===== src/rtl/core/prefixed_varint_decoder_core_defines.svh =====
// Assertion helpers for the prefixed varint decoder core.
// Both expect clk in the scope of use; PVD_ASSERT also expects arst_n.
`ifndef PREFIXED_VARINT_DECODER_CORE_DEFINES_SVH
`define PREFIXED_VARINT_DECODER_CORE_DEFINES_SVH

`ifndef SYNTHESIS
`define PVD_ASSERT(label, prop, msg) \
	label: assert property (@(posedge clk) disable iff (!arst_n) prop) else $error(msg);
`define PVD_ASSERT_ALWAYS(label, prop, msg) \
	label: assert property (@(posedge clk) prop) else $error(msg);
`else
`define PVD_ASSERT(label, prop, msg)
`define PVD_ASSERT_ALWAYS(label, prop, msg)
`endif

`endif


===== src/rtl/core/pvd_pkg.sv =====
package pvd_pkg;

	localparam int VALUE_W = 57;
	localparam int USED_W  = 4;
	localparam int GC_W    = 4;
	localparam int PW_W    = 4;

	localparam logic [7:0]      BYTE_ONES  = 8'hFF;
	localparam logic [6:0]      GROUP_MASK = 7'd127;
	localparam int              CONT_BIT   = 7;
	localparam logic [PW_W-1:0] PW_MAX     = 4'd8;

	// classified item handed from the front to the back
	typedef struct packed {
		logic       start;       // prefix-bearing first byte
		logic       prefix_done; // prefix below its mask: integer ends here
		logic       last;        // buffer end after this byte
		logic [7:0] byte_val;    // masked prefix on a start byte, raw byte otherwise
	} pvd_op_t;

	typedef struct packed {
		logic               overflow;
		logic               complete;
		logic [USED_W-1:0]  used;
		logic [VALUE_W-1:0] value;
	} pvd_res_t;

	typedef struct packed {
		logic full;
		logic empty;
	} pvd_qstat_t;

endpackage


===== src/rtl/core/prefixed_varint_decoder_core.sv =====
// Prefixed varint decoder core: one byte per item, one result per finished integer.
// Throughput: one item per cycle while the output is not stalled; a two-entry queue sits between intake and execution.
// Result path: an accepted item is written to the queue, then read from it, and its result goes to the output register.
// The execute unit adds one shifted 7-bit group to the 57-bit accumulator per cycle while extension bytes are popped.
// Reset: arst_n low clears the queue, the accumulator, the group count and output valid.
`include "prefixed_varint_decoder_core_defines.svh"

module prefixed_varint_decoder_core #(
	parameter int MAX_EXT_BYTES = 8
) (
	input  logic        clk,
	input  logic        arst_n,
	input  logic        s_axis_tvalid,
	output logic        s_axis_tready,
	input  logic [15:0] s_axis_tdata,  // [7:0] data_byte, [11:8] prefix_bits, [15:12] zero
	input  logic        s_axis_tuser,  // [0] start_req
	input  logic        s_axis_tlast,
	output logic        m_axis_tvalid,
	input  logic        m_axis_tready,
	output logic [63:0] m_axis_tdata,  // [56:0] value, [60:57] bytes_used, [63:61] zero
	output logic [1:0]  m_axis_tuser   // [0] complete, [1] overflow
);

	pvd_pkg::pvd_qstat_t qstat;
	pvd_pkg::pvd_op_t    wr_op;
	pvd_pkg::pvd_op_t    rd_op;
	pvd_pkg::pvd_res_t   res;
	logic                push;
	logic                pop;

	pvd_front u_front (
		.in_valid    (s_axis_tvalid),
		.data_byte   (s_axis_tdata[7:0]),
		.start_req   (s_axis_tuser),
		.prefix_bits (s_axis_tdata[11:8]),
		.buffer_end  (s_axis_tlast),
		.qstat       (qstat),
		.in_ready    (s_axis_tready),
		.push        (push),
		.op          (wr_op)
	);

	pvd_fifo u_fifo (
		.clk    (clk),
		.arst_n (arst_n),
		.push   (push),
		.wr_op  (wr_op),
		.pop    (pop),
		.rd_op  (rd_op),
		.qstat  (qstat)
	);

	pvd_back #(
		.MAX_EXT_BYTES (MAX_EXT_BYTES)
	) u_back (
		.clk       (clk),
		.arst_n    (arst_n),
		.op        (rd_op),
		.qstat     (qstat),
		.pop       (pop),
		.out_valid (m_axis_tvalid),
		.out_ready (m_axis_tready),
		.res       (res)
	);

	assign m_axis_tdata = {3'b000, res.used, res.value};
	assign m_axis_tuser = {res.overflow, res.complete};

	`PVD_ASSERT(a_queue_sane, !(qstat.full && qstat.empty), "queue full and empty at once")
	`PVD_ASSERT(a_flags_exclusive, m_axis_tvalid |-> !(res.complete && res.overflow), "complete with overflow")
	`PVD_ASSERT(a_used_range, m_axis_tvalid |-> (res.used != 4'd0 && res.used <= 4'(MAX_EXT_BYTES + 1)), "bytes_used out of range")
	`PVD_ASSERT(a_overflow_count, (m_axis_tvalid && res.overflow) |-> (res.used == 4'(MAX_EXT_BYTES + 1)), "overflow before limit")

endmodule


===== src/rtl/core/pvd_front.sv =====
module pvd_front (
	input  logic                             in_valid,
	input  logic [7:0]                       data_byte,
	input  logic                             start_req,
	input  logic [pvd_pkg::PW_W-1:0]         prefix_bits,
	input  logic                             buffer_end,
	input  pvd_pkg::pvd_qstat_t              qstat,
	output logic                             in_ready,
	output logic                             push,
	output pvd_pkg::pvd_op_t                 op
);

	logic [pvd_pkg::PW_W-1:0] pw;
	logic [7:0]               mask;
	logic [7:0]               prefix_val;

	always_comb begin
		pw = (prefix_bits > pvd_pkg::PW_MAX) ? pvd_pkg::PW_MAX : prefix_bits;
		mask = pvd_pkg::BYTE_ONES >> (pvd_pkg::PW_MAX - pw);
		prefix_val = data_byte & mask;
	end

	assign in_ready = !qstat.full;
	assign push     = in_valid && !qstat.full;

	always_comb begin
		op.start       = start_req;
		op.prefix_done = (prefix_val != mask);
		op.last        = buffer_end;
		op.byte_val    = start_req ? prefix_val : data_byte;
	end

endmodule


===== src/rtl/core/pvd_fifo.sv =====
module pvd_fifo (
	input  logic                clk,
	input  logic                arst_n,
	input  logic                push,
	input  pvd_pkg::pvd_op_t    wr_op,
	input  logic                pop,
	output pvd_pkg::pvd_op_t    rd_op,
	output pvd_pkg::pvd_qstat_t qstat
);

	pvd_pkg::pvd_op_t mem [2];
	logic             wr_ptr_q;
	logic             rd_ptr_q;
	logic [1:0]       count_q;

	always_ff @(posedge clk) begin
		if (push) begin
			mem[wr_ptr_q] <= wr_op;
		end
	end

	assign rd_op       = mem[rd_ptr_q];
	assign qstat.full  = (count_q == 2'd2);
	assign qstat.empty = (count_q == 2'd0);

	always_ff @(posedge clk or negedge arst_n) begin
		if (!arst_n) begin
			wr_ptr_q <= 1'b0;
			rd_ptr_q <= 1'b0;
			count_q  <= 2'd0;
		end else begin
			if (push) begin
				wr_ptr_q <= !wr_ptr_q;
			end
			if (pop) begin
				rd_ptr_q <= !rd_ptr_q;
			end
			count_q <= count_q + {1'b0, push} - {1'b0, pop};
		end
	end

endmodule


===== src/rtl/core/pvd_back.sv =====
module pvd_back #(
	parameter int MAX_EXT_BYTES = 8
) (
	input  logic                clk,
	input  logic                arst_n,
	input  pvd_pkg::pvd_op_t    op,
	input  pvd_pkg::pvd_qstat_t qstat,
	output logic                pop,
	output logic                out_valid,
	input  logic                out_ready,
	output pvd_pkg::pvd_res_t   res
);

	logic [pvd_pkg::VALUE_W-1:0] acc_q;
	logic [pvd_pkg::GC_W-1:0]    gc_q;
	logic                        busy_q;
	logic                        out_valid_q;
	pvd_pkg::pvd_res_t           res_q;

	logic [pvd_pkg::VALUE_W-1:0] group_ext;
	logic [5:0]                  shift;
	logic [pvd_pkg::VALUE_W-1:0] sum;
	logic [pvd_pkg::GC_W-1:0]    gc_next;
	logic                        emit;
	pvd_pkg::pvd_res_t           res_d;

	assign pop = !qstat.empty && (!out_valid_q || out_ready);

	always_comb begin
		group_ext = {{(pvd_pkg::VALUE_W-7){1'b0}}, op.byte_val[6:0] & pvd_pkg::GROUP_MASK};
		shift     = {3'b000, gc_q[2:0]} * 6'd7;
		sum       = acc_q + (group_ext << shift);
		gc_next   = gc_q + 1'b1;
		emit      = 1'b0;
		res_d     = '0;
		if (op.start) begin
			res_d.value = {{(pvd_pkg::VALUE_W-8){1'b0}}, op.byte_val};
			res_d.used  = pvd_pkg::USED_W'(1);
			if (op.prefix_done) begin
				emit           = 1'b1;
				res_d.complete = 1'b1;
			end else if (op.last) begin
				emit = 1'b1;
			end
		end else if (busy_q) begin
			res_d.value = sum;
			res_d.used  = gc_next + 1'b1;
			if (!op.byte_val[pvd_pkg::CONT_BIT]) begin
				emit           = 1'b1;
				res_d.complete = 1'b1;
			end else if (gc_next >= pvd_pkg::GC_W'(MAX_EXT_BYTES)) begin
				// overflow wins over buffer end on the same byte
				emit           = 1'b1;
				res_d.overflow = 1'b1;
			end else if (op.last) begin
				emit = 1'b1;
			end
		end
	end

	always_ff @(posedge clk or negedge arst_n) begin
		if (!arst_n) begin
			acc_q       <= '0;
			gc_q        <= '0;
			busy_q      <= 1'b0;
			out_valid_q <= 1'b0;
		end else begin
			// load a new result, or hold the waiting one until it is taken
			out_valid_q <= (pop && emit) || (out_valid_q && !out_ready);
			if (pop) begin
				if (op.start) begin
					acc_q  <= {{(pvd_pkg::VALUE_W-8){1'b0}}, op.byte_val};
					gc_q   <= '0;
					busy_q <= !emit;
				end else if (busy_q) begin
					acc_q  <= sum;
					gc_q   <= gc_next;
					busy_q <= !emit;
				end
			end
		end
	end

	always_ff @(posedge clk) begin
		if (pop && emit) begin
			res_q <= res_d;
		end
	end

	assign out_valid = out_valid_q;
	assign res       = res_q;

endmodule


===== config.mk =====
export PLATFORM = sky130hd
export DESIGN_NAME = prefixed_varint_decoder_core
export DESIGN_NICKNAME = d
export VERILOG_FILES = /design/src/rtl/core/pvd_pkg.sv /design/src/rtl/core/prefixed_varint_decoder_core.sv /design/src/rtl/core/pvd_front.sv /design/src/rtl/core/pvd_fifo.sv /design/src/rtl/core/pvd_back.sv
export VERILOG_INCLUDE_DIRS = /design/src /design/src/rtl/core
export SDC_FILE = /design/constraint.sdc
export NUM_CORES = 1
export LEC_CHECK = 0
export ABC_AREA = 1
export CORE_ASPECT_RATIO = 0.7
export CORE_UTILIZATION = 45
export DETAILED_ROUTE_END_ITERATION = 6
export DONT_BUFFER_PORTS = 1
export PLACE_DENSITY = 0.62
export SLEW_MARGIN = 20
export SYNTH_ARGS = -nofsm -noshare
export SYNTH_HDL_FRONTEND = slang
export SYNTH_SLANG_ARGS = --single-unit

===== constraint.sdc =====
create_clock -name clk -period 12 [get_ports clk]
set_input_delay 2.4 -clock clk [delete_from_list [all_inputs] [get_ports clk]]
set_output_delay 2.4 -clock clk [all_outputs]
set_load 0.005 [all_outputs]

[Yosys cells after proc, flatten, opt, wreduce, memory -nomap -nowiden]
Memory sizes are Yosys's and may differ from the RTL's.
Index checks and enable logic that the tools add are counted.
Word-level totals
  register bits: 130
  bits in writable memories: 22
  bits of input ports: 22
  output and inout bits: 68
  word-level logic and storage cells: 69
  memories: 1
Operators by class
  add/subtract/negate cells: 6
  multiply operators: 1
  $lt $le $gt $ge: 2
  equal/unequal tests: 2
  shift-type cells: 2
  multiplexer cells: 21
  bitwise operators: 3
  reduce and logical (&&, ||, !) cells: 18
Memories
  u_fifo.mem: depth 2, width 11, read ports 1, clocked after memory_dff 0, wr ports 1, RTL line pvd_fifo.sv:11  | pvd_pkg::pvd_op_t mem [2];
Operator list (count)
  $mux W62: 2
  $mux W57: 2
  $add A57 B57 Y57: 1
  $shl A7 B6 Y57: 1
  $mux W1: 13
  $mux W4: 3
  $add A4 B1 Y4 const B: 2
  $and A8 B8 Y8: 1
  $mux W8: 1
  $ne A8 B8 Y1: 1
  $shr A8 B4 Y8 const A: 1
  $logic_not A1 Y1: 7
  $mul A3 B3 Y6 const B: 1
  $ge A4 B4 Y1 const B: 1
  $gt A4 B4 Y1 const B: 1
  $logic_and A1 B1 Y1: 4
  $sub A4 B4 Y4 const A: 1
  $reduce_or A3 Y1: 1
  $add A2 B1 Y2: 1
  $eq A2 B2 Y1 const B: 1
  $logic_not A2 Y1: 1
  $logic_or A1 B1 Y1: 2
  $not A1 Y1: 2
  $reduce_and A2 Y1: 1
  other kinds (3): 3

[Longest topological paths before layout]
Gate-level depths: netlist (run 1).
  word-level depth: 9
  gate-level depth with buffers: 22

[Cells and area by module]
A second synthesis (run 1) with hierarchy kept.
Second synthesis, totals
  cell total of the unflattened synthesis: 1822
  area total of the unflattened synthesis: 11807.6 um2
By module, submodules not included
  pvd_back: times used 1, cells an instance 1665, area an instance 10371.2 um2, seq. area each 3468.3 um2
  pvd_fifo: times used 1, cells an instance 82, area an instance 1043.5 um2, seq. area each 760.7 um2
  pvd_front: times used 1, cells an instance 71, area an instance 366.6 um2, seq. area each 0.0 um2
  prefixed_varint_decoder_core: times used 1, cells an instance 4, area an instance 26.3 um2, seq. area each 0.0 um2

[Least setup slack after synthesis (run 1)]
OpenSTA, ideal clock, no wires.
  path kind: input -> register
  start: in m_axis_tready
  end: reg u_back.res_q (netlist bit u_back.res[0]) (enable)
  setup time: 0.484 ns
  arrival time: 5.189 ns
  data required time: 11.516 ns
  setup slack: 6.327 ns
  cell stages on the path: 2
  cells stage by stage: o22ai_2 -> nor2_1
On the way
  cells in the longest elaborated chain, start to end: 3
RTL lines
  from (decl): RTL line prefixed_varint_decoder_core.sv:19  | input logic m_axis_tready,
  $logic_or A1 B1 Y1: RTL line pvd_back.sv:27  | assign pop = !qstat.empty && (!out_valid_q || out_ready);
  $logic_and A1 B1 Y1: RTL line pvd_back.sv:27
  $logic_and A1 B1 Y1: RTL line pvd_back.sv:85  | if (pop && emit) begin
  to (signal assigned): RTL line pvd_back.sv:86  | res_q <= res_d;
  to (decl): RTL line pvd_back.sv:18  | pvd_pkg::pvd_res_t res_q;
No other way between the ends.
A chain may end at the register's enable or synchronous reset.

[Worst setup path after layout (run 1)]
  start: reg u_fifo.rd_ptr_q
  end: reg u_back.res_q (netlist bit u_back.res[44]) (data pin)
On the way
  cells in the longest elaborated chain, start to end: 3
  elaborated cells between the ends (all ways): 4
  those cells by class: 1 x add/sub; 1 x shift; 1 x reduce/logical; 1 x memory
RTL lines
  from (decl): RTL line pvd_fifo.sv:13  | logic rd_ptr_q;
  from (signal assigned): RTL line pvd_fifo.sv:36  | rd_ptr_q <= !rd_ptr_q;
  $mem_v2 Z2 W11 *
  $shl A7 B6 Y57: RTL line pvd_back.sv:32  | sum = acc_q + (group_ext << shift);
  $add A57 B57 Y57: RTL line pvd_back.sv:32
Every way passes the cells marked *; elsewhere a longest branch is shown, timed or not.

==> flow_metrics.py, run 1 <==
metrics = {
    "sta": {
        "slew_headroom_pct": 29.03,
        "slew_violations": 0,
        "setup_violations": 0,
        "fin_hold_ws_ps": 493.6,
        "skew_ps": 15.17,
        "finalCriticalPeriod_ps": 4279,
        "hold_violations": 0,
        "period_share_pct": 35.66,
        "fin_tns_setup_ps": 0,
        "max_freq_mhz": 233.7,
        "rsz0062_at_grt": "false",
        "setup_ws_ps": 7721,
        "max_slew.worst_pin.slew_ps": 1061,
    },
    "global_routing": {
        "grt_overflow": 0,
        "track_usage_pct": 30.35,
        "grt_pass1_wl_um": 59070,
        "antenna_found_initial": 0,
        "grt_max_degree": 68,
        "first_global_vias": 9809,
    },
    "synthesis": {
        "synth_enable_flop_cells": 85,
        "syn_inst": 1782,
        "synth-async-reset-ratio_pct": 44.08,
        "ys_seq_area_share_pct": 36.06,
        "syn_area_mm2": 0.01173,
        "syn_avg_cell_area_um2": 6.581,
        "synth_cell_types": 40,
        "yosysWarnings": 0,
        "yosys_most_used_dff": "edfxtp_1",
        "yosys_register_bits": 152,
    },
    "worst_setup_path": {
        "cpPeakStageDelay_ps": 630,
        "cp_max_fo": 12,
        "crit_path_start_kind": "flop",
        "path_class": "flop to flop",
        "crit_path_top_delay_cell": "dfrtp_1",
        "reg2reg_slack_ps": 7720,
        "end_kind": "flop",
        "worstPathRequired_ps": 12310,
        "arrival_ps": 4580,
        "path_cells": "inv_1, or2_2, o21ai_0, inv_1, nand3_1, nor2_1, ha_1, nand2_1, nor2_1, nand2_1, nor3_1, nand3_1, nand3_1, nand2_1, a21oi_1",
    },
    "power": {
        "irDropWorstVdd_v": 0.0001421,
        "power.total_mw": 2.371,
        "p_per_area_mw_per_mm2": 188.1,
        "p_leak_nw": 6.836,
    },
    "detailed_routing": {
        "vias": 10842,
        "vias_per_cell": 5.124,
        "drt_iter0_markers": 924,
        "post_drt_wl_per_cell_um": 18.65,
        "wl_um": 39460,
        "drt-met1-wl_um": 20390,
        "met3RoutedLength_um": 2986,
        "drc": 0,
        "drt_first_pass_iters": 6,
        "dr_wl_met2_um": 15450,
        "dr.max_layer_used": "met4",
        "drtAntennaViolNets": 0,
    },
    "outcome": {
        "status": "finished, final reports clean",
    },
    "clocking": {
        "htreeDepth": 4,
        "holdBufCountCts": 0,
        "cts.sinks": 152,
        "cts_tree": "done",
        "cts_made_buffers": 17,
        "clk_transition_reported_paths_ps": 70,
        "clk_path_buf_depth": 2,
        "post_cts_resized": 0,
        "insertion_delay_ps": 450,
        "post_cts_buffers": 0,
        "root_buffer": "clkbuf_16",
    },
    "hold_path": {
        "min_path_type": "flop to flop",
    },
    "floorplan": {
        "coreArea_mm2": 0.02563,
        "rows": 49,
        "die_h_um": 137.1,
        "ios": 90,
        "die_area_mm2": 0.02672,
        "dieWidth_um": 195.0,
        "start_util_pct": 45.76,
    },
    "flow_run": {
        "drv_cap": 0,
    },
    "placement": {
        "post_dp_cell_area_mm2": 0.01203,
        "place_ws_ps": 7418,
        "place.gp.congestion": 1.045,
        "dpl.cell_count": 2084,
        "portBuffers": 0,
        "dpl.hpwl_um": 31420,
    },
    "finish": {
        "final_nets": 1858,
        "drive_gt1_share_pct": 5.994,
        "areaGrowthSynthToFinish_pct": 7.468,
        "nFillCells": 2684,
        "instances_no_fill": 2116,
        "antenna_cells": 0,
        "design_area_mm2": 0.01260,
        "fin_util_pct": 49.18,
    },
}
-- worst max-delay path, delay by kind of cell (launching register included) --
kind	cells	cell delay (ps)
flip-flops	1	630
AO/OA/AOI/OAI	2	300
AND/OR/NAND/NOR	10	2230
adder cells (fa/ha/maj)	1	440
buffers and inverters	2	530
-- state kept, by name (all words and copies together) (netlist names) --
name / cells
u_back.acc_q: 57
u_back.busy_q: 1
u_back.gc_q: 4
u_back.out_valid: 1
u_back.res: 63
u_fifo.count_q: 2
u_fifo.mem: 22
u_fifo.rd_ptr_q: 1
u_fifo.wr_ptr_q: 1
-- path summary, 6_finish.rpt --
check | start | endpoint | cells after the start
setup / recovery | u_fifo.rd_ptr_q | u_back.res[44] | 15
hold / removal | u_back.acc_q[25] | u_back.acc_q[25] | 2
setup reg to reg | u_fifo.rd_ptr_q | u_back.res[44] | 15
hold reg to reg | u_back.acc_q[25] | u_back.acc_q[25] | 2
max in group asynchronous | arst_n | u_fifo.count_q[0] | 0
min in group asynchronous | arst_n | u_back.acc_q[3] | 0
-- metal layers --
metal / global-route usage, % / vias to the layer above
met5: 0 / -
met4: 6.562 / 0
met1: 46.38 / 4975
met2: 43.12 / 345
li1: - / 5484
met3: 6.407 / 38
-- cells by family after synthesis --
group	after synthesis	synth area share (%)
AO/OA/AOI/OAI	124	5.836
XOR/XNOR	21	1.568
AND/OR/NAND/NOR	1042	37.12
buffers and inverters	376	12.32
other	1	0.03198
flip-flops	152	36.06
adder cells (fa/ha/maj)	64	6.892
multiplexers	2	0.1707
-- synthesized netlist by cell type, types with 7 or more instances --
cell / n / area (um^2)
xor2_1: 15 / 131.4
nand3_2: 8 / 80.08
buf_2: 12 / 60.06
o21ai_0: 30 / 150.1
and3_1: 8 / 50.05
nand3_1: 102 / 510.5
clkbuf_1: 15 / 56.30
dfrtp_1: 67 / 1677
ha_1: 63 / 788.3
nand2_2: 15 / 93.84
nand4_1: 25 / 156.4
a21oi_1: 60 / 300.3
o21ai_1: 9 / 45.04
edfxtp_1: 85 / 2552
inv_1: 331 / 1242
or2_2: 9 / 56.30
nand2_1: 665 / 2496
nor3_1: 12 / 60.06
nor2_2: 19 / 118.9
o22ai_1: 7 / 43.79
nor2_1: 170 / 638.1
-- final cells by class --
type	count	area [um^2]	area share [%]
Timing Repair Buffer	6	45.04	0.3574
Clock inverter	14	141.4	1.122
Tap cell	331	414.1	3.286
Inverter	339	1272	10.10
Multi-Input combinational cell	1256	6071	48.17
Sequential cell	152	4230	33.57
Clock buffer	18	429.2	3.405
-- layout by cell type (no fill, tap or decap), types with 6 or more instances in the layout --
master,instances
a21oi_1,60
and3_1,8
buf_4,6
clkbuf_16,17
dfrtp_1,66
edfxtp_1,85
ha_1,63
inv_1,331
inv_2,6
nand2_1,664
nand2_2,16
nand3_1,102
nand3_2,8
nand4_1,25
nor2_1,169
nor2_2,19
nor2_4,6
nor3_1,12
o21ai_0,30
o21ai_1,9
o22ai_1,7
or2_2,9
xnor2_1,6
xor2_1,15
-- report_power, final --
part / internal [mW] / total, mW / switching (mW)
combinational: 0.236 / 0.923 / 0.688
sequential: 0.789 / 0.901 / 0.113
clock: 0.291 / 0.546 / 0.255
total: 1.32 / 2.37 / 1.06
(Power assumes the default switching activity.)
==> inputs of run 2 (changes only) <==
PLACE_DENSITY = 0.64   (was 0.62)
clock period = 3.8 ns   (was 12 ns; I/O delays follow)
==> run 2 against run 1 <==
  * The flow now finishes with violations (design-rule violations)
  * Die area did not move
  * Routed wire length rose by 1.1%
  * Sequential power rose to 3.1 times the previous value
  * Critical endpoint is now u_back.res[42]
  * Largest cell class unchanged
  * Highest routed layer unchanged
==> flow_metrics.py, run 2 (synthesized netlist as in run 1, its figures left out) <==
metrics = {
    "outcome": {
        "status": "finished, violations left",
        "violations": "design-rule violations",
    },
    "floorplan": {
        "start_util_pct": 45.76,
        "rows": 49,
        "ios": 90,
        "die_area_mm2": 0.02672,
        "die_h_um": 137.1,
        "coreArea_mm2": 0.02563,
        "dieWidth_um": 195.0,
    },
    "placement": {
        "portBuffers": 0,
        "dpl.hpwl_um": 32120,
        "dpl.cell_count": 2125,
        "post_dp_cell_area_mm2": 0.01234,
        "place.gp.congestion": 0.9778,
        "place_ws_ps": 353.0,
    },
    "sta": {
        "setup_ws_ps": 152.9,
        "hold_violations": 0,
        "skew_ps": 13.68,
        "rsz0062_at_grt": "false",
        "fin_tns_setup_ps": 0,
        "period_share_pct": 95.98,
        "max_slew.worst_pin.slew_ps": 1042,
        "slew_headroom_pct": 30.30,
        "slew_violations": 0,
        "setup_violations": 0,
        "max_freq_mhz": 274.2,
        "finalCriticalPeriod_ps": 3647,
    },
    "power": {
        "switching_power_mw": 3.357,
        "p_per_area_mw_per_mm2": 587.3,
        "irDropWorstVdd_v": 0.0005116,
        "switching_share_pct": 44.17,
        "pwr-share-comb_pct": 41.2,
        "seqPwrFrac_pct": 36.6,
        "p_int_mw": 4.242,
        "p_leak_nw": 7.066,
        "clkPwrFrac_pct": 22.1,
    },
    "clocking": {
        "post_cts_buffers": 0,
        "clk_path_buf_depth": 2,
        "htreeDepth": 4,
        "root_buffer": "clkbuf_16",
        "holdBufCountCts": 1,
        "clk_transition_reported_paths_ps": 70,
        "cts_made_buffers": 17,
        "cts_tree": "done",
        "cts.sinks": 152,
        "insertion_delay_ps": 470,
        "post_cts_resized": 0,
    },
    "detailed_routing": {
        "post_drt_wl_per_cell_um": 18.48,
        "drtAntennaViolNets": 0,
        "drc": 2,
        "vias_per_cell": 5.102,
        "dr_wl_met2_um": 15660,
        "drt-met1-wl_um": 20560,
        "drt_iter0_markers": 1030,
        "wl_um": 39880,
        "vias": 11011,
        "dr.max_layer_used": "met4",
        "met3RoutedLength_um": 3043,
        "drt_first_pass_iters": 7,
    },
    "worst_setup_path": {
        "worstPathRequired_ps": 4000,
        "path_cells": "inv_1, or2_2, o21ai_0, inv_1, nand3_1, nor2_1, ha_1, nand2_1, inv_1, nand2_1, inv_1, nand2_1, nor3_1, buf_4, nand3_1, nand4_1, a21oi_1",
        "arrival_ps": 3850,
        "crit_path_start_kind": "flop",
        "crit_family": "simple AND/OR/NAND/NOR gates",
        "crit_top_cell": "inv_1",
        "end_kind": "flop",
        "path_depth": 17,
        "path_class": "flop to flop",
        "cp_max_fo": 10,
        "reg2reg_depth": 17,
        "crit_path_top_delay_cell": "ha_1",
        "cpPeakStageDelay_ps": 430,
        "critPathBufInv": 5,
    },
    "global_routing": {
        "track_usage_pct": 30.93,
        "antenna_found_initial": 0,
        "grt_max_degree": 68,
        "grt_pass1_wl_um": 59660,
        "first_global_vias": 10079,
        "grt_overflow": 0,
    },
    "finish": {
        "layout_commonest_cell": "nand2_1",
        "top_regs": "u_back.res x63, u_back.acc_q x57, u_fifo.mem x22",
        "antenna_cells": 0,
        "regMostFlops": "u_back.res",
        "areaGrowthSynthToFinish_pct": 10.33,
        "mostFrequentLayoutCells": "nand2_1, inv_1, nor2_1, nand3_1, edfxtp_1",
        "drive_gt1_share_pct": 8.101,
        "final_nets": 1900,
        "instances_no_fill": 2158,
        "design_area_mm2": 0.01294,
        "largest_reg_flops": 63,
    },
    "hold_path": {
        "min_path_type": "primary input to async pin",
    },
    "flow_run": {
        "drv_cap": 0,
    },
}
## run 2: cell types whose count changed in the layout (fill, tap and decap cells not counted)
| cell | change |
|---|---|
| buf_16 | +1 |
| buf_4 | +41 |
| clkinv_1 | +1 |
| clkinv_2 | -1 |
| clkinv_4 | +3 |
| clkinvlp_4 | -2 |
| dfrtp_1 | +1 |
| dfrtp_2 | -1 |
| inv_8 | -1 |
| nor2_1 | -1 |
| nor2_2 | +1 |
## run 2: through the flow
step / total power, mW / utilization [%] / hold WS [ps]
finish: 7.599 / 50.49 / 193.3
global route: 8.042 / 50.49 / 214.1
CTS: 7.588 / 50.48 / 204.4
detailed placement: 5.867 / 48.15 / 467.0
global placement: 5.822 / 48.15 / 466.5
floorplan: 4.838 / - / 455.4
## run 2: layer usage
metal | up-vias | global-route usage [%]
met5 | - | 0
met4 | 0 | 8.136
li1 | 5552 | -
met3 | 35 | 6.678
met1 | 5086 | 47.19
met2 | 338 | 43.29
## run 2: layout make-up
cell class,count,area [um^2]
Tap cell,331,414.1
Timing Repair Buffer,48,380.4
Multi-Input combinational cell,1256,6073
Inverter,339,1272
Fill cell,2639,12690
Clock buffer,18,429.2
Sequential cell,152,4229
Clock inverter,14,140.1
## run 2: power by group through the flow
stage	combinational [mW]	sequential (mW)	clock (mW)
floorplan	2.10	2.74	0
global placement	3.01	2.81	0
detailed placement	3.06	2.81	0
CTS	3.09	2.79	1.71
global route	3.43	2.85	1.77
finish	3.13	2.78	1.68
## run 2: path summary, 6_finish.rpt
| kind | startpoint | to | slack, ps |
|---|---|---|---|
| max | u_fifo.rd_ptr_q | u_back.res[42] | 150 |
| min | arst_n | u_back.acc_q[14] | 190 |
| max reg2reg | u_fifo.rd_ptr_q | u_back.res[42] | 150 |
| min reg2reg | u_back.acc_q[52] | u_back.acc_q[52] | 490 |
| max in group asynchronous | arst_n | u_back.acc_q[49] | 3260 |
| min in group clk | m_axis_tready | u_back.out_valid | 380 |
